## config.mk

```make
export PLATFORM = sky130hd
export DESIGN_NAME = nsm_back
export DESIGN_NICKNAME = d
export VERILOG_FILES = /design/src/hw/rtl/nsm_pkg.sv /design/src/hw/rtl/nsm_back.sv
export SDC_FILE = /design/constraint.sdc
export NUM_CORES = 2
export LEC_CHECK = 0
export BUFFER_PORTS_ARGS = -buffer_cell sky130_fd_sc_hd__buf_2
export CORE_MARGIN = 1
export CORE_UTILIZATION = 40
export DETAILED_ROUTE_END_ITERATION = 7
export PLACE_DENSITY = 0.56
export SETUP_SLACK_MARGIN = 0.15
export SKIP_LAST_GASP = 1
export SYNTH_ARGS = -nofsm -noshare
export SYNTH_HDL_FRONTEND = slang
export SYNTH_SLANG_ARGS = --single-unit
```

## constraint.sdc

```tcl
create_clock -name clk -period 24.5 [get_ports clk]
set_clock_uncertainty 0.1 [all_clocks]
set_input_delay 3.675 -clock clk [delete_from_list [all_inputs] [get_ports clk]]
set_output_delay 3.675 -clock clk [all_outputs]
set_load 0.005 [all_outputs]
```

## src/hw/rtl/nsm_pkg.sv

```systemverilog
// Shared types and constants for the 3x3 neighbor similarity mask unit.
// No dependencies; used by every module of the unit.
package nsm_pkg;

    localparam int MAX_WIDTH = 1024;
    localparam int COL_W     = $clog2(MAX_WIDTH);
    localparam int WID_W     = 11;
    localparam int ROW_W     = 12;
    localparam int THR_W     = 18;
    localparam int PIX_W     = 24;
    localparam int CH_W      = 8;
    localparam int SQ_W      = 2 * CH_W;
    localparam int NRES      = 4;
    localparam int NLANE     = 8;
    localparam int QDEPTH    = 2;
    localparam int QPTR_W    = $clog2(QDEPTH);
    localparam int QCNT_W    = $clog2(QDEPTH + 1);
    localparam logic [CH_W-1:0] CHAN_MASK = 8'hFF;

    typedef logic [PIX_W-1:0] pix_t;
    typedef pix_t [8:0]       window_t;

    typedef enum logic [1:0] {
        CFG_THRESHOLD = 2'd0,
        CFG_WIDTH     = 2'd1,
        CFG_HEIGHT    = 2'd2
    } cfg_idx_t;

    typedef struct packed {
        logic [THR_W-1:0] threshold;
        logic [WID_W-1:0] width;
        logic [ROW_W-1:0] height;
    } cfg_t;

    // Line memory word: upper row in the high half, middle row in the low half.
    typedef struct packed {
        pix_t upper;
        pix_t middle;
    } line_word_t;

    // One classified pixel handed from the front end to the mask engine.
    typedef struct packed {
        window_t          window;
        logic [COL_W-1:0] x;
        logic [ROW_W-1:0] y;
        logic [NRES-1:0]  emit;
    } job_t;

endpackage

```

## src/hw/rtl/nsm_back.sv

```systemverilog
// Mask engine: one mask per cycle from queued windows unless the output stalls; a squaring
// stage, then the distance compare into the output register. Depends on nsm_pkg.
module nsm_back (
    input  logic                             clk,
    input  logic                             rst_n,
    input  logic [nsm_pkg::THR_W-1:0]        threshold,
    input  logic                             head_valid,
    input  nsm_pkg::job_t                    head_job,
    output logic                             pop,
    output logic                             out_valid,
    input  logic                             out_ready,
    output logic [nsm_pkg::NLANE-1:0]        sim_mask,
    output logic [nsm_pkg::COL_W-1:0]        center_x,
    output logic [nsm_pkg::ROW_W-1:0]        center_y,
    output logic                             last_in_run,
    output logic                             end_of_frame
);

    // Mask kinds in emission order.
    localparam int RES_PREV_ROW      = 0;
    localparam int RES_PREV_ROW_EDGE = 1;
    localparam int RES_LAST_ROW      = 2;
    localparam int RES_CORNER        = 3;

    localparam logic [3:0] CIDX [nsm_pkg::NRES] = '{4'd4, 4'd5, 4'd7, 4'd8};
    // Window cell per lane; lanes that fall outside the window read cell 0 and are masked off.
    localparam logic [3:0] NBR [nsm_pkg::NRES][nsm_pkg::NLANE] = '{
        '{4'd0, 4'd1, 4'd2, 4'd3, 4'd5, 4'd6, 4'd7, 4'd8},
        '{4'd1, 4'd2, 4'd0, 4'd4, 4'd0, 4'd7, 4'd8, 4'd0},
        '{4'd3, 4'd4, 4'd5, 4'd6, 4'd8, 4'd0, 4'd0, 4'd0},
        '{4'd4, 4'd5, 4'd0, 4'd7, 4'd0, 4'd0, 4'd0, 4'd0}
    };

    typedef logic [nsm_pkg::SQ_W-1:0] sq_t;

    logic [nsm_pkg::NRES-1:0]  done_reg, done_next;
    logic [nsm_pkg::NRES-1:0]  pending, sel, rest;
    logic                      s1_adv, out_load, last;

    nsm_pkg::pix_t             center;
    nsm_pkg::pix_t             nb [nsm_pkg::NLANE];
    logic                      up, down, left, right;
    logic [nsm_pkg::NLANE-1:0] lane_en;
    logic [nsm_pkg::COL_W-1:0] cx;
    logic [nsm_pkg::ROW_W-1:0] cy;
    sq_t                       sq [nsm_pkg::NLANE][3];

    logic                      s1_valid_reg, s1_valid_next;
    sq_t                       s1_sq_reg [nsm_pkg::NLANE][3];
    logic [nsm_pkg::NLANE-1:0] s1_en_reg;
    logic [nsm_pkg::COL_W-1:0] s1_cx_reg;
    logic [nsm_pkg::ROW_W-1:0] s1_cy_reg;
    logic                      s1_last_reg, s1_eof_reg;

    logic [nsm_pkg::NLANE-1:0] mask;
    logic                      o_valid_reg, o_valid_next;
    logic [nsm_pkg::NLANE-1:0] o_mask_reg;
    logic [nsm_pkg::COL_W-1:0] o_cx_reg;
    logic [nsm_pkg::ROW_W-1:0] o_cy_reg;
    logic                      o_last_reg, o_eof_reg;

    assign out_load = !o_valid_reg || out_ready;
    assign s1_adv   = !s1_valid_reg || out_load;

    // Lowest pending mask of the head job goes next.
    assign pending = head_job.emit & ~done_reg;
    assign sel     = pending & (~pending + nsm_pkg::NRES'(1));
    assign rest    = pending & ~sel;
    assign last    = (rest == '0);
    assign pop     = s1_adv && head_valid && last;

    always_comb
    begin
        done_next = done_reg;
        if (s1_adv && head_valid)
            done_next = last ? '0 : (done_reg | sel);
    end

    always_comb
    begin
        logic x_ge1, x_ge2, y_ge1, y_ge2;
        x_ge1  = (head_job.x >= nsm_pkg::COL_W'(1));
        x_ge2  = (head_job.x >= nsm_pkg::COL_W'(2));
        y_ge1  = (head_job.y >= nsm_pkg::ROW_W'(1));
        y_ge2  = (head_job.y >= nsm_pkg::ROW_W'(2));
        center = '0;
        for (int k = 0; k < nsm_pkg::NLANE; k++)
            nb[k] = '0;
        for (int r = 0; r < nsm_pkg::NRES; r++)
        begin
            if (sel[r])
            begin
                center = head_job.window[CIDX[r]];
                for (int k = 0; k < nsm_pkg::NLANE; k++)
                    nb[k] = head_job.window[NBR[r][k]];
            end
        end
        if (sel[RES_PREV_ROW] || sel[RES_PREV_ROW_EDGE])
        begin
            up   = y_ge2;
            down = 1'b1;
            cy   = head_job.y - nsm_pkg::ROW_W'(1);
        end
        else
        begin
            up   = y_ge1;
            down = 1'b0;
            cy   = head_job.y;
        end
        if (sel[RES_PREV_ROW] || sel[RES_LAST_ROW])
        begin
            left  = x_ge2;
            right = 1'b1;
            cx    = head_job.x - nsm_pkg::COL_W'(1);
        end
        else
        begin
            left  = x_ge1;
            right = 1'b0;
            cx    = head_job.x;
        end
        lane_en[0] = up && left;
        lane_en[1] = up;
        lane_en[2] = up && right;
        lane_en[3] = left;
        lane_en[4] = right;
        lane_en[5] = down && left;
        lane_en[6] = down;
        lane_en[7] = down && right;
    end

    // Squared channel differences, one small multiplier per lane and channel.
    always_comb
    begin
        logic [nsm_pkg::CH_W-1:0] a, b, d;
        for (int k = 0; k < nsm_pkg::NLANE; k++)
        begin
            for (int c = 0; c < 3; c++)
            begin
                a = center[c*nsm_pkg::CH_W +: nsm_pkg::CH_W] & nsm_pkg::CHAN_MASK;
                b = nb[k][c*nsm_pkg::CH_W +: nsm_pkg::CH_W] & nsm_pkg::CHAN_MASK;
                d = (a > b) ? (a - b) : (b - a);
                sq[k][c] = sq_t'(d) * sq_t'(d);
            end
        end
    end

    // Distance sum and threshold compare.
    always_comb
    begin
        logic [nsm_pkg::THR_W-1:0] dsum;
        for (int k = 0; k < nsm_pkg::NLANE; k++)
        begin
            dsum = nsm_pkg::THR_W'(s1_sq_reg[k][0]) + nsm_pkg::THR_W'(s1_sq_reg[k][1])
                 + nsm_pkg::THR_W'(s1_sq_reg[k][2]);
            mask[k] = s1_en_reg[k] && (dsum < threshold);
        end
    end

    assign s1_valid_next = s1_adv ? head_valid : s1_valid_reg;
    assign o_valid_next  = out_load ? s1_valid_reg : o_valid_reg;

    always_ff @(posedge clk or negedge rst_n)
    begin
        if (!rst_n)
        begin
            done_reg     <= '0;
            s1_valid_reg <= 1'b0;
            o_valid_reg  <= 1'b0;
        end
        else
        begin
            done_reg     <= done_next;
            s1_valid_reg <= s1_valid_next;
            o_valid_reg  <= o_valid_next;
        end
    end

    always_ff @(posedge clk)
    begin
        if (s1_adv)
        begin
            s1_sq_reg   <= sq;
            s1_en_reg   <= lane_en;
            s1_cx_reg   <= cx;
            s1_cy_reg   <= cy;
            s1_last_reg <= last;
            s1_eof_reg  <= sel[RES_CORNER];
        end
        if (out_load)
        begin
            o_mask_reg <= mask;
            o_cx_reg   <= s1_cx_reg;
            o_cy_reg   <= s1_cy_reg;
            o_last_reg <= s1_last_reg;
            o_eof_reg  <= s1_eof_reg;
        end
    end

    assign out_valid     = o_valid_reg;
    assign sim_mask      = o_mask_reg;
    assign center_x      = o_cx_reg;
    assign center_y      = o_cy_reg;
    assign last_in_run   = o_last_reg;
    assign end_of_frame  = o_eof_reg;

endmodule

```

Word level (Yosys, flattened, before mapping) --
Index checks and enable logic that the tools add are counted.
Storage, ports and cells: input port bits 264, word-level logic and storage cells 231, flip-flop bits (word level) 454, output and inout bits 34
Operators by class: mux-type cells 39, multipliers 24, bitwise operators 7, add/sub/neg operators 67, reduce and logical (&&, ||, !) cells 21, magnitude comparators 36
Operators by type and width (count):
- 192-bit two-way mux | 4
- 8-bit by 8-bit multiplier with 16-bit output | 24
- 8-bit subtractor | 48
- 8-bit > comparator | 24
- 8-bit two-way mux | 24
- 17-bit by 16-bit adder with 18-bit output | 8
- 18-bit < comparator | 8
- 16-bit by 16-bit adder with 17-bit output | 8
- 24-bit two-way mux | 4
- 1-bit logical AND | 14
- 4-bit bitwise AND | 3
- 12-bit by 1-bit >= comparator with 1-bit output, second input constant | 1
- 12-bit by 2-bit >= comparator with 1-bit output, second input constant | 1
- 12-bit two-way mux | 1
- 4-bit inverter | 3
- 12-bit by 1-bit subtractor with 12-bit output, second input constant | 1
- 10-bit by 1-bit >= comparator with 1-bit output, second input constant | 1
- 10-bit by 2-bit >= comparator with 1-bit output, second input constant | 1
- 10-bit two-way mux | 1
- 10-bit by 1-bit subtractor with 10-bit output, second input constant | 1
- 4-bit by 1-bit adder with 4-bit output, second input constant | 1
- 4-bit logical NOT | 1
- 1-bit logical OR | 4
- 1-bit two-way mux | 4
- 3 further kinds | 4

Depth between registers and ports, before layout --
depth after elaboration 12, gate-level depth with buffers 40, gate-level depth less buffers 36

Worst setup path after synthesis --
No wires, ideal clock.
path type input to output, start input out_ready, end output pop, slack 4679 ps, stages on the path 4, path buffers 1, required time 20725 ps, arrival time 16046 ps, cells stage by stage nand3b_1 -> and2_1 -> and2_1 -> clkbuf_1
On the way: cells in the longest elaborated chain, start to end 4
RTL lines:
- start: declaration | line nsm_back.sv:11 | input logic out_ready,
- 1-bit logical OR | line nsm_back.sv:62 | assign out_load = !o_valid_reg || out_ready;
- 1-bit logical OR | line nsm_back.sv:63 | assign s1_adv = !s1_valid_reg || out_load;
- 1-bit logical AND (2 in a row) | line nsm_back.sv:70 | assign pop = s1_adv && head_valid && last;
- end: declaration | line nsm_back.sv:9 | output logic pop,
No other way between the ends.

==> impl_metrics.yaml <==
outcome:
  status: "complete, no violations"
setup_path:
  critPathMaxStageDelay_ns: 0.74
  worst-path-buf-inv: 5
  crit_slowest_cell: "xnor2_1"
  crit_path_end_kind: "flip-flop"
  worst_setup_path_start_kind: "input pin"
  worstSetupPathType: "input pin to flip-flop"
  reg2reg_to: "s1_sq_reg[127]"
  ff2ff_setup_slack_ns: 13.13
  cp_data_arrival_time_ns: 14.22
  r2r_cells: 32
  crit_required_ns: 24.81
  path_delay_family: "adder cells"
  cp_common_cell: "fa_1"
  reg2reg_from: "done_reg[2]"
  cp_max_fo: 67
synth:
  yosys.area_share.simple_pct: 12.61
  synth.distinct_cells: 96
  synthAdderAreaFrac_pct: 40.15
  ys_seq_area_share_pct: 16.14
  synth_mux_area_share_pct: 2.085
  synthArstFlopShare_pct: 1.395
  synth_compound_area_share_pct: 14.11
  ys.flop_type: "edfxtp_1"
  yosys_register_bits: 430
  synth_area_sq_mm: 0.07980
  synth_top_family_by_area: "adder cells"
  netlist_instances: 8734
  synth_xor_area_share_pct: 7.021
  synth-edff-count: 424
  avgSynthCellArea_sq_um: 9.137
  ys_warn_count: 0
global_route:
  antenna_found_initial: 45
  grt_use_total_pct: 25.65
  grt_pass1_wl_mm: 391.9
  grt_overflow: 0
  grt_pass1_vias: 64570
  grt_max_degree: 100
finish:
  syn2layout_area_growth_pct: 8.989
  most-common-layout-cells: "inv_1, ha_1, nor2_1, fa_1, xnor2_1"
  layout-drive-gt1-share_pct: 8.239
  final_util_pct: 43.96
  nNetsFinal: 11410
  largest_reg_flops: 360
  mostFrequentLayoutCell: "inv_1"
floorplanning:
  die_x_microns: 448.7
  dieArea_sq_mm: 0.2013
  ios: 298
  die_h_microns: 448.7
  initial_core_util_pct: 40.34
  core_area_sq_mm: 0.1978
  rows: 163
clocking:
  ctsHoldBuffers: 0
  cts_resized: 0
  clk_latency_ns: 0.72
  numCtsBuffers: 54
  ctsRootBufferMaster: "clkbuf_16"
  htreeDepth: 2
  max-clock-path-buffers: 3
  cts.sinks: 430
  cts_tree: "yes"
  postCtsSetupBuffers: 0
  path_clk_slew_ns: 0.06
sta:
  fmax_ghz: 0.07191
  setup_viol: 0
  finalCritPeriodShare_pct: 56.76
  maxSlewViolCount: 0
  grt_setup_unrepaired: "no"
  hold_ws_ns: 0.3179
  hold_violations: 0
  fin_crit_ns: 13.91
  tns_ns: 0
  tightest_slew_ns: 1.252
  max-slew-margin-rel_pct: 15.97
detailed_routing:
  routedWlPerCell_microns: 22.07
  postRouteWirelength_mm: 260.2
  vias_per_cell: 5.359
  antenna_left: 0
  drc_errors: 0
  vias: 63180
  firstDrtPassIters: 6
  drtIter0Drc: 4539
job:
  max-cap-violations: 0
worst_hold_path:
  min_to: "center_x[0]"
  hp-class: "flip-flop to flip-flop"
  worstHoldStart: "s1_cx_reg[0]"
  hold_path_depth: 0
placement:
  place_hpwl_mm: 214.1
  port_buffers: 297
  routabilityCongestion: 0.9716
per-layer routing:
metal  track usage (%)  share of wire, %  routed length (microns)  vias to the layer above
li1                  -                 -                        -                    30000
met1             30.21                39                   101100                    31110
met2             44.60                49                   126800                     1593
met3             2.446               5.0                    12890                      462
met4             16.51               7.5                    19400                        6
met5                 0             0.011                       28                        -
worst register-to-register path, delay by kind of cell, from the launching register on:
kind	cells	cell delay (ns)
flip-flops	1	0.41
buffers and inverters	4	2.38
AND/OR/NAND/NOR	8	1.47
AO/OA/AOI/OAI	10	2.70
adder cells (fa/ha/maj)	7	2.91
XOR/XNOR	2	0.89
multiplexers	1	0.20
per-stage QoR:
step / worst slack, ns / area (sq um) / cells
2_1_floorplan: 4.679 / 79930 / 8768
3_3_place_gp: 10.19 / 84980 / 11630
3_5_place_dp: 10.10 / 84980 / 11630
4_1_cts: 10.79 / 86830 / 11730
5_1_grt: 10.16 / 86950 / 11780
6_report: 10.59 / 86970 / 11790
Yosys cell counts, drive strengths merged, types with 39 or more instances:
master | count | area, sq um
mux2 | 39 | 442.9
o21ai | 255 | 1299
nand4 | 51 | 334.1
and3 | 40 | 250.2
clkbuf | 136 | 510.5
nor2 | 1038 | 3926
nor3 | 185 | 942.2
fa | 774 | 15490
a21o | 217 | 1629
or2 | 143 | 894.6
buf | 44 | 246.5
mux2i | 122 | 1221
a21oi | 425 | 2153
nand2 | 211 | 794.5
xor2 | 179 | 1598
edfxtp | 424 | 12730
a22oi | 144 | 1086
xnor2 | 453 | 4005
ha | 1322 | 16540
o21bai | 39 | 292.8
a221o | 93 | 930.9
nand2b | 145 | 907.1
nor2b | 186 | 1179
o21a | 139 | 1044
inv | 1472 | 5525
layout make-up:
cell class / count / area, sq um
Antenna cell: 58 / 145.1
Clock buffer: 58 / 1366
Clock inverter: 41 / 480.5
Fill cell: 19520 / 110900
Inverter: 1472 / 5533
Multi-Input combinational cell: 6686 / 60950
Sequential cell: 430 / 12880
Tap cell: 2640 / 3303
Timing Repair Buffer: 404 / 2315
cell families after synthesis:
| family | Yosys count |
|---|---|
| AO/OA/AOI/OAI | 1632 |
| XOR/XNOR | 632 |
| adder cells (fa/ha/maj) | 2096 |
| buffers and inverters | 1652 |
| flip-flops | 430 |
| multiplexers | 161 |
| other | 2 |
| AND/OR/NAND/NOR | 2129 |
how the worst max path moves through the flow:
stage	cells past startpoint	endpoint	slack [ns]	start
global route	35	s1_sq_reg[319]	10.16	head_job[2]
CTS	33	s1_sq_reg[127]	10.79	head_job[2]
floorplan	4	pop	4.68	out_ready
finish	33	s1_sq_reg[127]	10.59	head_job[2]
global placement	33	s1_sq_reg[127]	10.19	head_job[2]
detailed placement	33	s1_sq_reg[127]	10.10	head_job[2]
Power is not shown: default switching activity piles up to over one toggle a cycle in this logic, so the estimate is an artifact.
