File: src/hw/rtl/nsm_pkg.sv
// Shared types and constants for the 3x3 neighbor similarity mask unit.
// No dependencies; used by every module of the unit.
package nsm_pkg;

    localparam int MAX_WIDTH = 1024;
    localparam int COL_W     = $clog2(MAX_WIDTH);
    localparam int WID_W     = 11;
    localparam int ROW_W     = 12;
    localparam int THR_W     = 18;
    localparam int PIX_W     = 24;
    localparam int CH_W      = 8;
    localparam int SQ_W      = 2 * CH_W;
    localparam int NRES      = 4;
    localparam int NLANE     = 8;
    localparam int QDEPTH    = 2;
    localparam int QPTR_W    = $clog2(QDEPTH);
    localparam int QCNT_W    = $clog2(QDEPTH + 1);
    localparam logic [CH_W-1:0] CHAN_MASK = 8'hFF;

    typedef logic [PIX_W-1:0] pix_t;
    typedef pix_t [8:0]       window_t;

    typedef enum logic [1:0] {
        CFG_THRESHOLD = 2'd0,
        CFG_WIDTH     = 2'd1,
        CFG_HEIGHT    = 2'd2
    } cfg_idx_t;

    typedef struct packed {
        logic [THR_W-1:0] threshold;
        logic [WID_W-1:0] width;
        logic [ROW_W-1:0] height;
    } cfg_t;

    // Line memory word: upper row in the high half, middle row in the low half.
    typedef struct packed {
        pix_t upper;
        pix_t middle;
    } line_word_t;

    // One classified pixel handed from the front end to the mask engine.
    typedef struct packed {
        window_t          window;
        logic [COL_W-1:0] x;
        logic [ROW_W-1:0] y;
        logic [NRES-1:0]  emit;
    } job_t;

endpackage

File: src/hw/rtl/nsm_queue.sv
// Short job queue between the front end and the mask engine.
// Depends on nsm_pkg.
module nsm_queue (
    input  logic          clk,
    input  logic          rst_n,
    input  logic          push,
    input  nsm_pkg::job_t push_job,
    input  logic          pop,
    output logic          full,
    output logic          head_valid,
    output nsm_pkg::job_t head_job
);

    nsm_pkg::job_t              slot_reg [nsm_pkg::QDEPTH];
    logic [nsm_pkg::QPTR_W-1:0] wr_ptr_reg, wr_ptr_next;
    logic [nsm_pkg::QPTR_W-1:0] rd_ptr_reg, rd_ptr_next;
    logic [nsm_pkg::QCNT_W-1:0] count_reg, count_next;
    logic                       do_pop;

    assign full       = (count_reg == nsm_pkg::QCNT_W'(nsm_pkg::QDEPTH));
    assign head_valid = (count_reg != '0);
    assign head_job   = slot_reg[rd_ptr_reg];
    assign do_pop     = pop && head_valid;

    always_comb
    begin
        wr_ptr_next = wr_ptr_reg;
        rd_ptr_next = rd_ptr_reg;
        count_next  = count_reg;
        if (push)
            wr_ptr_next = (wr_ptr_reg == nsm_pkg::QPTR_W'(nsm_pkg::QDEPTH - 1))
                        ? '0 : wr_ptr_reg + nsm_pkg::QPTR_W'(1);
        if (do_pop)
            rd_ptr_next = (rd_ptr_reg == nsm_pkg::QPTR_W'(nsm_pkg::QDEPTH - 1))
                        ? '0 : rd_ptr_reg + nsm_pkg::QPTR_W'(1);
        if (push && !do_pop)
            count_next = count_reg + nsm_pkg::QCNT_W'(1);
        else if (do_pop && !push)
            count_next = count_reg - nsm_pkg::QCNT_W'(1);
    end

    always_ff @(posedge clk or negedge rst_n)
    begin
        if (!rst_n)
        begin
            wr_ptr_reg <= '0;
            rd_ptr_reg <= '0;
            count_reg  <= '0;
        end
        else
        begin
            wr_ptr_reg <= wr_ptr_next;
            rd_ptr_reg <= rd_ptr_next;
            count_reg  <= count_next;
        end
    end

    always_ff @(posedge clk)
    begin
        if (push)
            slot_reg[wr_ptr_reg] <= push_job;
    end

endmodule

File: config.mk
export PLATFORM = sky130hd
export DESIGN_NAME = nsm_queue
export DESIGN_NICKNAME = d
export VERILOG_FILES = /design/src/hw/rtl/nsm_pkg.sv /design/src/hw/rtl/nsm_queue.sv
export SDC_FILE = /design/constraint.sdc
export NUM_CORES = 1
export LEC_CHECK = 0
export ABC_AREA = 1
export BUFFER_PORTS_ARGS = -buffer_cell sky130_fd_sc_hd__buf_4
export CORE_MARGIN = 5
export CORE_UTILIZATION = 52
export CTS_CLUSTER_DIAMETER = 150
export DETAILED_ROUTE_END_ITERATION = 10
export PLACE_DENSITY = 0.77
export SETUP_SLACK_MARGIN = 0.5
export SYNTH_ARGS = -nofsm -noshare
export SYNTH_HDL_FRONTEND = slang
export SYNTH_SLANG_ARGS = --single-unit
export TNS_END_PERCENT = 20
File: constraint.sdc
create_clock -name clk -period 15.4 [get_ports clk]
set_input_delay 1.54 -clock clk [delete_from_list [all_inputs] [get_ports clk]]
set_output_delay 1.54 -clock clk [all_outputs]
set_load 0.05 [all_outputs]
# Word-level counts from Yosys, hierarchy flattened
# Memories as Yosys holds them, arrays and structs flattened.
# Index checks and enable logic that the tools add are counted.
# word_totals
register_bits	4
mem_bits_rw	484
inputBits	246
output_inout_bits	244
elab_cells	22
memories	1
# classes
add_sub_neg	4
n_eq_ne	1
mux	6
reduce_logical	7
# memory_table
memory	words	width	rd	rd_clocked_by_memory_dff	wr	line	text
slot_reg	2	242	1	0	1	nsm_queue.sv:14	nsm_pkg::job_t slot_reg [nsm_pkg::QDEPTH];
# op_table
cell	n
$mux 1	4
$mux 2	2
$reduce_bool 2->1	2
$logic_and 1x1->1	3
$add 1x1->1 const B	2
$add 2x1->2 const B	1
$eq 2x2->1 const B	1
$logic_not 1->1	2
$sub 2x1->2 const B	1

# Depth between registers and ports, before layout
# Gate-level depths: netlist (run 1).
# logic_depth
depth_word	5
ltp_mapped	9
depth_no_buf	9

# Worst setup path after synthesis (run 1)
# No wires, ideal clock.
# synth_timing
path_kind	input -> register
from	input push
to	memory slot_reg[0][0] (netlist bit), enable pin
setup_time_ns	0.856
arrival_ns	11.690
required_ns	14.544
setup_slack_ns	2.854
stages	2
n_path_buf	0
path_cell_list	inv_1 nor2_1
# synth_via
elab_chain_cells	2
# synth_rtl
item	line	text
from (decl)	nsm_queue.sv:6	input logic push,
$mux 1	nsm_queue.sv:60	if (push)
$mux 1 (implied by the code)	nsm_queue.sv:61	slot_reg[wr_ptr_reg] <= push_job;
to (decl)	nsm_queue.sv:14	
# No other way between the ends.

==> results.txt, run 1 <==
Unrepaired setup endpoints after global routing: false
Max_slew headroom: 0.267
CTS tree: done
Num rows: 67
IO Port Bufs: 489
Total placed cells including tap cells: 2185
Syn Std Cell Area: 17900 um2
Die area: 38200 um2
Initial antenna violation count: 2
Ports: 490
Final setup TNS: 0 ns
Register area share after synthesis: 0.819
Core area: 33700 um2
Compound-Gate Fraction of Synth Area: 0
Fill cells: 2231
Max VDD drop: 0.243 mV
CTS resizes: 0
Cts bufs inserted: 47
Synthesized instance count: 1291
CP startpoint kind: register
Outcome: completed
Required time of the critical path: 13.86 ns
Worst Hold Class: reg2reg
Worst-Margin Slew: 1.10 ns
Post-detailed-route count of antenna-violating nets: 0
Max FFs per register: 484
Crit path time final: 5.38 ns
Die H: 195 um
Crit path DAT: 3.84 ns
Largest family of logic cells by synthesized area: simple AND/OR/NAND/NOR gates
Global-route wire length before repair: 66500 um
Clock transition at path regs: 0.06 ns
Fin nets: 2033
Max Cap Viol: 0
Vias: 11400
H-tree Lvls: 2
Width of the die: 195 um
Vias in the first global route: 11749
Post-synthesis mux area share: 0
Total number of yosys warnings: 0
Post-Syn Area per Cell: 13.8 um2
Reg area: 14600 um2
Final cell utilization of the core: 0.693
Achievable Freq: 186 MHz
Clk sinks: 488
Most frequent cells in the layout: nand2_1 (735), buf_4 (499), edfxtp_1 (484)
Final std cells w/o fill: 2271
Post-route cell area: 23400 um2
Global Route Usage Sum: 0.225
Crit Path Class: reg2out
Period utilization: 0.349
Final Hold Vio Count: 0
Post-synthesis register bit count: 488
Layout cells sized above 1: 0.315
Avg WL per Cell: 19.8 um
Area occupied by multi-input gates: 2820 um2
Initial DRC count: 723
CTS Hold Buffers Added: 0
Starting Density: 0.530
Largest net degree at the start of global routing: 97
Slew Limit Fails: 0
Simple-gate share of the synthesized area: 0.156
Leak: 9.96 nW
Synth Area in Adders: 0.000701
CTS Buffer Depth: 3
Pwr/cell area: 236 nW/um2
Overflow after GRT: 0
CP startpoint: rd_ptr_reg
Clk_skew: 0.0146 ns
Count of different cell masters after synthesis: 15
Xor and xnor area share after synthesis: 0.000981
DRC violations left: 0
Pre-antenna DRT Iters: 5
R2R Path Start: wr_ptr_reg
Most common cell after layout, fill and taps aside: nand2_1
DPL Wire Length: 30200 um
Crit-path max FO: 88
Hold path startpoint: count_reg[1]
Synthesis-to-layout area growth: 30.8%
Routed WL: 45000 um
Clock latency on the worst-skew pair: 0.55 ns
Post-DR vias/cell: 5.02
Net Count, Synth: 1538
CTS root buf: clkbuf_16
Placed cell area: 21800 um2
Worst setup EP type: output port
Final GP Congestion: 0.866
Final setup viols: 0
# Post-CTS Setup Buffers: 0
==> cells by family (layout without fill, tap and decap cells) <==
| group | count (synthesis) | after routing |
|---|---|---|
| buf+inv | 60 | 591 |
| other cells | 0 | 1 |
| simple gates | 740 | 740 |
| fa+ha+maj | 1 | 1 |
| flops | 488 | 488 |
| xor+xnor | 2 | 2 |
==> power breakdown <==
group,switching [mW],internal (mW),leakage [nW]
clock,0.470,0.679,0.745
combinational,1.93,0.602,4.63
sequential,0.0626,1.77,4.59
==> path summary, 6_finish.rpt <==
check,depth (start not counted),slack (ns),end
max reg2reg,3,12.04,slot_reg[0][58]
max,6,10.02,head_job[110]
min,2,0.50,count_reg[1]
min in group asynchronous,1,0.77,rd_ptr_reg
max in group asynchronous,1,14.51,rd_ptr_reg
min reg2reg,2,0.50,count_reg[1]
==> worst max-delay path, cell delays in order (launching register included) <==
cell,delay (ns)
dfrtp_4,0.44
buf_4,0.70
buf_4,0.82
buf_4,0.75
nand2_1,0.16
nand2_1,0.14
buf_4,0.20
==> Yosys cell counts <==
library cell  instances  area (um2)
nand2_1             735        2760
nand3_1               2        10.0
clkbuf_1              6        22.5
xor2_1                1        8.76
buf_6                19         214
buf_2                25         125
dfrtp_1               4         100
inv_4                 1        6.26
buf_4                 3        22.5
inv_1                 6        22.5
nor2_1                2        7.51
nand4_1               1        6.26
ha_1                  1        12.5
edfxtp_1            484       14500
xnor2_1               1        8.76
==> per-stage QoR <==
| stage | hold WS [ns] | power (mW) | worst slack [ns] |
|---|---|---|---|
| after CTS | 0.508 | 5.55 | 9.97 |
| after global placement | 0.458 | 4.37 | 10.59 |
| after detailed placement | 0.495 | 4.40 | 10.58 |
| final | 0.497 | 5.51 | 10.02 |
| after floorplan | 0.442 | 3.68 | 2.85 |
| after global routing | 0.521 | 5.74 | 9.75 |
==> layout make-up <==
type / instances / share of cell area
Clock inverter: 31 / 0.0133
Antenna cell: 1 / 0.000107
Clock buffer: 54 / 0.0533
Inverter: 7 / 0.00166
Sequential cell: 488 / 0.627
Timing Repair Buffer: 499 / 0.160
Tap cell: 448 / 0.0240
Multi-Input combinational cell: 743 / 0.121
==> metal layers <==
layer / wire, um / global-route usage / up-vias
li1: - / - / 5352
met4: 1560 / 0.0771 / 0
met1: 15100 / 0.249 / 5431
met3: 5350 / 0.0934 / 89
met2: 23000 / 0.393 / 528
met5: 0 / 0 / -
Note: power is estimated with default switching activity, not from simulation.
==> run 2: changes to the inputs <==
--- a/config.mk
+++ b/config.mk
@@ -5,7 +5,7 @@
 export SDC_FILE = /design/constraint.sdc
 export NUM_CORES = 1
 export LEC_CHECK = 0
-export ABC_AREA = 1
+export ABC_AREA = 0
 export BUFFER_PORTS_ARGS = -buffer_cell sky130_fd_sc_hd__buf_4
 export CORE_MARGIN = 5
 export CORE_UTILIZATION = 52
==> constraint.sdc (replaced) <==
create_clock -name clk -period 5.4 [get_ports clk]
set_input_delay 0.54 -clock clk [delete_from_list [all_inputs] [get_ports clk]]
set_output_delay 0.54 -clock clk [all_outputs]
set_load 0.05 [all_outputs]
==> results.txt, run 2 <==
Initial antenna violation count: 2 (unchanged)
Final Hold Vio Count: 0 (unchanged)
Overflow after GRT: 0 (unchanged)
Vias: 8977 (was 11400)
Pwr/cell area: 626 nW/um2 (was 236 nW/um2)
Most common cell after layout, fill and taps aside: buf_4 (was nand2_1)
Pre-antenna DRT Iters: 5 (unchanged)
Max FFs per register: 484 (unchanged)
Crit path time final: 3.39 ns
Synth top cells by count: edfxtp_1 (484), mux2_4 (170), mux2_2 (72) (was nand2_1 (735), edfxtp_1 (484), buf_2 (25))
Final setup viols: 0 (unchanged)
Met1 Resource Use GR: 0.212 (was 0.249)
CTS tree: done (unchanged)
Num rows: 68 (was 67)
Starting Density: 0.529 (was 0.530)
Met3 GRT Util: 0.0703 (was 0.0934)
M2 GR Usage: 0.349 (was 0.393)
IO Port Bufs: 489 (unchanged)
Width of the die: 198 um (was 195 um)
Most numerous cell in the Yosys netlist: edfxtp_1 (was nand2_1)
Total Power: 15.0 mW (was 5.51 mW)
Register area share after synthesis: 0.798 (was 0.819)
Initial DRC count: 444 (was 723)
Clock transition at path regs: 0.06 ns (about the same)
Final cell utilization of the core: 0.689 (was 0.693)
Fraction of registers with async set/reset: 0.00820 (unchanged)
Core area: 34700 um2 (was 33700 um2)
Max Cap Viol: 0 (unchanged)
Final GP Congestion: 0.772 (was 0.866)
Worst Reg-to-Reg Cells: 2 (was 3)
Max VDD drop: 0.479 mV (was 0.243 mV)
CP startpoint kind: register (unchanged)
Top-area cell type share of the netlist area: 0.792 (was 0.814)
Outcome: completed (unchanged)
Top post-synthesis cells by area: edfxtp_1 (79%), mux2_4 (14%), mux2_2 (4.4%) (was edfxtp_1 (81%), nand2_1 (15%), buf_6 (1.2%))
Cts bufs inserted: 48 (was 47)
Ports: 490 (unchanged)
Leak: 9.43 nW (was 9.96 nW)
Total placed cells including tap cells: 1694 (was 2185)
Global Route Usage Sum: 0.194 (was 0.225)
Routed WL: 39500 um (was 45000 um)
Avg WL per Cell: 22.2 um (was 19.8 um)
Post-Syn Area per Cell: 23.9 um2 (was 13.8 um2)
Top Usage Layer GRT: met2 (unchanged)
Worst setup EP type: output port (unchanged)
CTS root buf: clkbuf_16 (unchanged)
Hold path cells: 1 (was 2)
Post-synthesis register bit count: 488 (unchanged)
Net Count, Synth: 1016 (was 1538)
Global-route wire length before repair: 57300 um (was 66500 um)
Period utilization: 0.628
Achievable Freq: 295 MHz
Clk sinks: 488 (unchanged)
Synthesized instance count: 769 (was 1291)
Worst-Margin Slew: 1.12 ns (was 1.10 ns)
Hold_ws: 0.176 ns (was 0.497 ns)
Syn Std Cell Area: 18300 um2 (was 17900 um2)
Crit Path Class: reg2out (unchanged)
Final setup TNS: 0 ns (unchanged)
Crit-path max FO: 65 (was 88)
Die H: 198 um (was 195 um)
CTS resizes: 0 (unchanged)
DPL Wire Length: 27500 um (was 30200 um)
Die area: 39100 um2 (was 38200 um2)
CTS Buffer Depth: 3 (unchanged)
Layout cells sized above 1: 0.605 (was 0.315)
Main synth FF type: edfxtp_1 (unchanged)
Required time of the critical path: 4.86 ns (was 13.86 ns)
Unrepaired setup endpoints after global routing: false (unchanged)
Fill cells: 2190 (was 2231)
DRC violations left: 0 (unchanged)
Final std cells w/o fill: 1780 (was 2271)
Most frequent cells in the layout: buf_4 (491), edfxtp_1 (484), mux2_4 (170) (was nand2_1 (735), buf_4 (499), edfxtp_1 (484))
Number of flops mapped to enable cells by yosys: 484 (unchanged)
Vias in the first global route: 9721 (was 11749)
Post-DR vias/cell: 5.04 (was 5.02)
Post-detailed-route count of antenna-violating nets: 0 (unchanged)
Clk_skew: 0.0107 ns (was 0.0146 ns)
Fin nets: 1537 (was 2033)
H-tree Lvls: 2 (unchanged)
Count of different cell masters after synthesis: 14 (was 15)
Slew Limit Fails: 0 (unchanged)
Crit path DAT: 2.85 ns (was 3.84 ns)
Total number of yosys warnings: 0 (unchanged)
Synthesis-to-layout area growth: 30.5% (was 30.8%)
Clock latency on the worst-skew pair: 0.54 ns (was 0.55 ns)
Worst Hold Class: in2reg (was reg2reg)
Leading area contributor after synthesis: edfxtp_1 (unchanged)
Max_slew headroom: 0.251 (was 0.267)
Largest net degree at the start of global routing: 139 (was 97)
## run 2: power by group
part	internal, mW	switching [mW]
sequential	5.03	0.296
combinational	2.33	4.26
clock	1.79	1.28
## run 2: routing by layer
| layer | up-vias | wire (um) |
|---|---|---|
| met5 | - | 13 |
| met4 | 2 | 1180 |
| met3 | 71 | 3950 |
| met2 | 371 | 21100 |
| met1 | 4424 | 13300 |
| li1 | 4109 | - |
## run 2: timing repair
item,4_1_cts,5_1_grt
hold endpoints to repair,4,0
hold buffers,1,0
buffers inserted,0,0
## run 2: area by class of cell
cell class,instances,area (um2),area share
Sequential cell,488,14600,0.612
Timing Repair Buffer,498,3820,0.159
Multi-Input combinational cell,254,3460,0.145
Clock buffer,62,1270,0.0533
Tap cell,455,569,0.0238
Clock inverter,22,171,0.00716
Antenna cell,1,2.50,0.000105
## run 2: logic make-up (layout without fill, tap and decap cells)
kind of cell | count (synthesis) | after routing | share of synthesized area
other | 0 | 1 | 0
buffers and inverters | 27 | 582 | 0.0142
and+or+nand+nor | 6 | 6 | 0.00177
DFF | 488 | 488 | 0.798
adders and majority gates | 1 | 1 | 0.000682
xor gates and xnor gates | 5 | 5 | 0.00239
muxes | 242 | 242 | 0.183
## run 2: final timing paths
check / startpoint / to / slack, ns
worst min register to register: count_reg[1] / count_reg[1] / 0.51
worst min-delay path: push_job[23] / slot_reg[0][23] / 0.18
min in group asynchronous: rst_n / count_reg[1] / 0.37
worst max register to register: wr_ptr_reg / slot_reg[1][153] / 3.17
max in group asynchronous: rst_n / rd_ptr_reg / 4.92
worst max-delay path: rd_ptr_reg / head_job[222] / 2.01
## run 2: through the flow
stage | cell area, um2 | setup slack [ns]
after floorplan | 18400 | -1.21
after global placement | 22500 | 2.57
after detailed placement | 22500 | 2.56
after CTS | 23900 | 1.95
after global routing | 23900 | 1.89
final | 23900 | 2.01
## run 2: critical path: stages (launching register included)
cell	delay, ns
dfrtp_4	1.17
buf_12	0.45
mux2_2	0.40
buf_4	0.19
==> run 3: changes to the inputs <==
--- a/config.mk
+++ b/config.mk
@@ -8,10 +8,10 @@
 export ABC_AREA = 0
 export BUFFER_PORTS_ARGS = -buffer_cell sky130_fd_sc_hd__buf_4
 export CORE_MARGIN = 5
-export CORE_UTILIZATION = 52
+export CORE_UTILIZATION = 47
 export CTS_CLUSTER_DIAMETER = 150
 export DETAILED_ROUTE_END_ITERATION = 10
-export PLACE_DENSITY = 0.77
+export PLACE_DENSITY = 0.73
 export SETUP_SLACK_MARGIN = 0.5
 export SYNTH_ARGS = -nofsm -noshare
 export SYNTH_HDL_FRONTEND = slang
==> constraint.sdc (replaced) <==
create_clock -name clk -period 2.9 [get_ports clk]
set_input_delay 0.29 -clock clk [delete_from_list [all_inputs] [get_ports clk]]
set_output_delay 0.29 -clock clk [all_outputs]
set_load 0.05 [all_outputs]
==> results.txt, run 3 (synthesis results as in run 2) <==
Pwr/cell area: 1080 nW/um2 (was 626 nW/um2)
Max_slew headroom: 0.477 (was 0.251)
Die area: 43100 um2 (was 39100 um2)
Total Power: 29.1 mW (was 15.0 mW)
Period utilization: 0.824
Final Hold Vio Count: 0 (unchanged)
IO Port Bufs: 489 (unchanged)
Layout cells sized above 1: 0.525 (was 0.605)
Crit path DAT: 2.10 ns (was 2.85 ns)
Crit path time final: 2.39 ns
Placed cell area: 22700 um2 (was 22500 um2)
Post-route cell area: 26900 um2 (was 23900 um2)
Max Cap Viol: 0 (unchanged)
DPL Wire Length: 28300 um (was 27500 um)
Max VDD drop: 0.982 mV (was 0.479 mV)
Worst Hold Class: in2reg (unchanged)
Num rows: 72 (was 68)
Pre-antenna DRT Iters: 5 (unchanged)
Required time of the critical path: 2.61 ns (was 4.86 ns)
Core area: 38600 um2 (was 34700 um2)
CTS tree: done (unchanged)
Die H: 208 um (was 198 um)
Pre-CTS setup slack: 0.910 ns (was 2.56 ns)
Clock transition at path regs: 0.06 ns (about the same)
Width of the die: 208 um (was 198 um)
Ports: 490 (unchanged)
Max FFs per register: 484 (unchanged)
Most frequent cells in the layout: buf_4 (510), edfxtp_1 (484), dlygate4sd3_1 (244) (was buf_4 (491), edfxtp_1 (484), mux2_4 (170))
Clk sinks: 488 (unchanged)
CTS Buffer Depth: 3 (unchanged)
CP startpoint kind: register (unchanged)
Clk_skew: 0.0189 ns (was 0.0107 ns)
CTS root buf: clkbuf_16 (unchanged)
Starting Density: 0.475 (was 0.529)
Initial antenna violation count: 4 (was 2)
Worst-Margin Slew: 0.785 ns (was 1.12 ns)
Outcome: completed (unchanged)
Global Route Usage Sum: 0.205 (was 0.194)
DRC violations left: 0 (unchanged)
Fin nets: 1808 (was 1537)
Routed WL: 45700 um (was 39500 um)
Final GP Congestion: 0.772 (unchanged)
Avg WL per Cell: 21.5 um (was 22.2 um)
H-tree Lvls: 2 (unchanged)
Post-DR vias/cell: 4.89 (was 5.04)
Unrepaired setup endpoints after global routing: true (was false)
Clock latency on the worst-skew pair: 0.59 ns (was 0.54 ns)
Synthesis-to-layout area growth: 46.4% (was 30.5%)
Most common cell after layout, fill and taps aside: buf_4 (unchanged)
Overflow after GRT: 0 (unchanged)
Achievable Freq: 419 MHz
Largest net degree at the start of global routing: 126 (was 139)
Global-route wire length before repair: 68300 um (was 57300 um)
Vias: 10369 (was 8977)
Final worst slack: 0.511 ns (was 2.01 ns)
Initial DRC count: 591 (was 444)
Cts bufs inserted: 48 (unchanged)
Slew Limit Fails: 0 (unchanged)
Vias in the first global route: 11381 (was 9721)
Final cell utilization of the core: 0.695 (was 0.689)
Post-detailed-route count of antenna-violating nets: 0 (unchanged)
Worst setup EP type: output port (unchanged)
Crit Path Class: reg2out (unchanged)
Final setup viols: 0 (unchanged)
Leak: 10.7 nW (was 9.43 nW)
Crit-path max FO: 17 (was 65)
-- run 3: cell count changes in the layout (fill, tap and decap cells not counted) --
cell           change
dlygate4sd3_1    +243
buf_4             +19
clkbuf_1           -7
clkinv_2           +7
buf_16             +5
diode_2            +3
buf_6              +2
bufbuf_16          +2
inv_6              +2
clkinv_1           +1
clkinv_4           +1
-- run 3: area by class of cell --
cell class	instances	area (um2)
clock inverters	33	236
clock buffers	55	1250
repair buffers	769	6620
diodes	4	10.0
well taps	518	648
fillers	2323	11800
flip-flops and latches	488	14600
multi-input cells	254	3460
-- run 3: final timing paths --
check                           depth (start not counted)          endpoint  slack (ns)  startpoint
worst max-delay path                                    5     head_job[158]        0.51  rd_ptr_reg
worst max register to register                          2  slot_reg[1][102]        1.14  wr_ptr_reg
min in group asynchronous                               2        wr_ptr_reg        0.08       rst_n
worst min-delay path                                    3        rd_ptr_reg        0.04         pop
max in group asynchronous                               2        rd_ptr_reg        2.70       rst_n
worst min register to register                          1        wr_ptr_reg        0.54  wr_ptr_reg
-- run 3: where the power goes --
part / leakage (nW) / internal [mW] / switching (mW)
logic: 5.36 / 4.97 / 8.43
clock network: 0.736 / 3.35 / 2.57
registers: 4.59 / 9.36 / 0.382
-- run 3: worst max-delay path: stages (launching register included) --
cell	delay, ns
dfrtp_4	0.53
buf_16	0.18
buf_12	0.13
buf_16	0.16
mux2_4	0.31
buf_4	0.19
-- run 3: metal layers --
layer,global-route usage,vias up,routed length [um]
li1,-,4662,-
met4,0.0661,0,1250
met2,0.363,409,24100
met1,0.241,5220,17100
met3,0.0595,78,3160
met5,0,-,0
-- run 3: metrics by stage --
| step | hold slack, ns | setup TNS [ns] | instances |
|---|---|---|---|
| floorplan | -0.00559 | -601.29 | 769 |
| detailed placement | 0.0918 | 0 | 1771 |
| CTS | 0.00184 | 0 | 2110 |
| global placement | 0.0884 | 0 | 1771 |
| global route | 0.0443 | 0 | 2121 |
| finish | 0.0385 | 0 | 2121 |
-- run 3: what timing repair did --
item | CTS | global route
hold buffers | 244 | 0
endpoints found under the hold margin | 489 | 0
gates cloned | 4 | 0
resized for setup | 4 | 3
endpoints found under the setup margin | 185 | 123
buffers inserted | 3 | 7
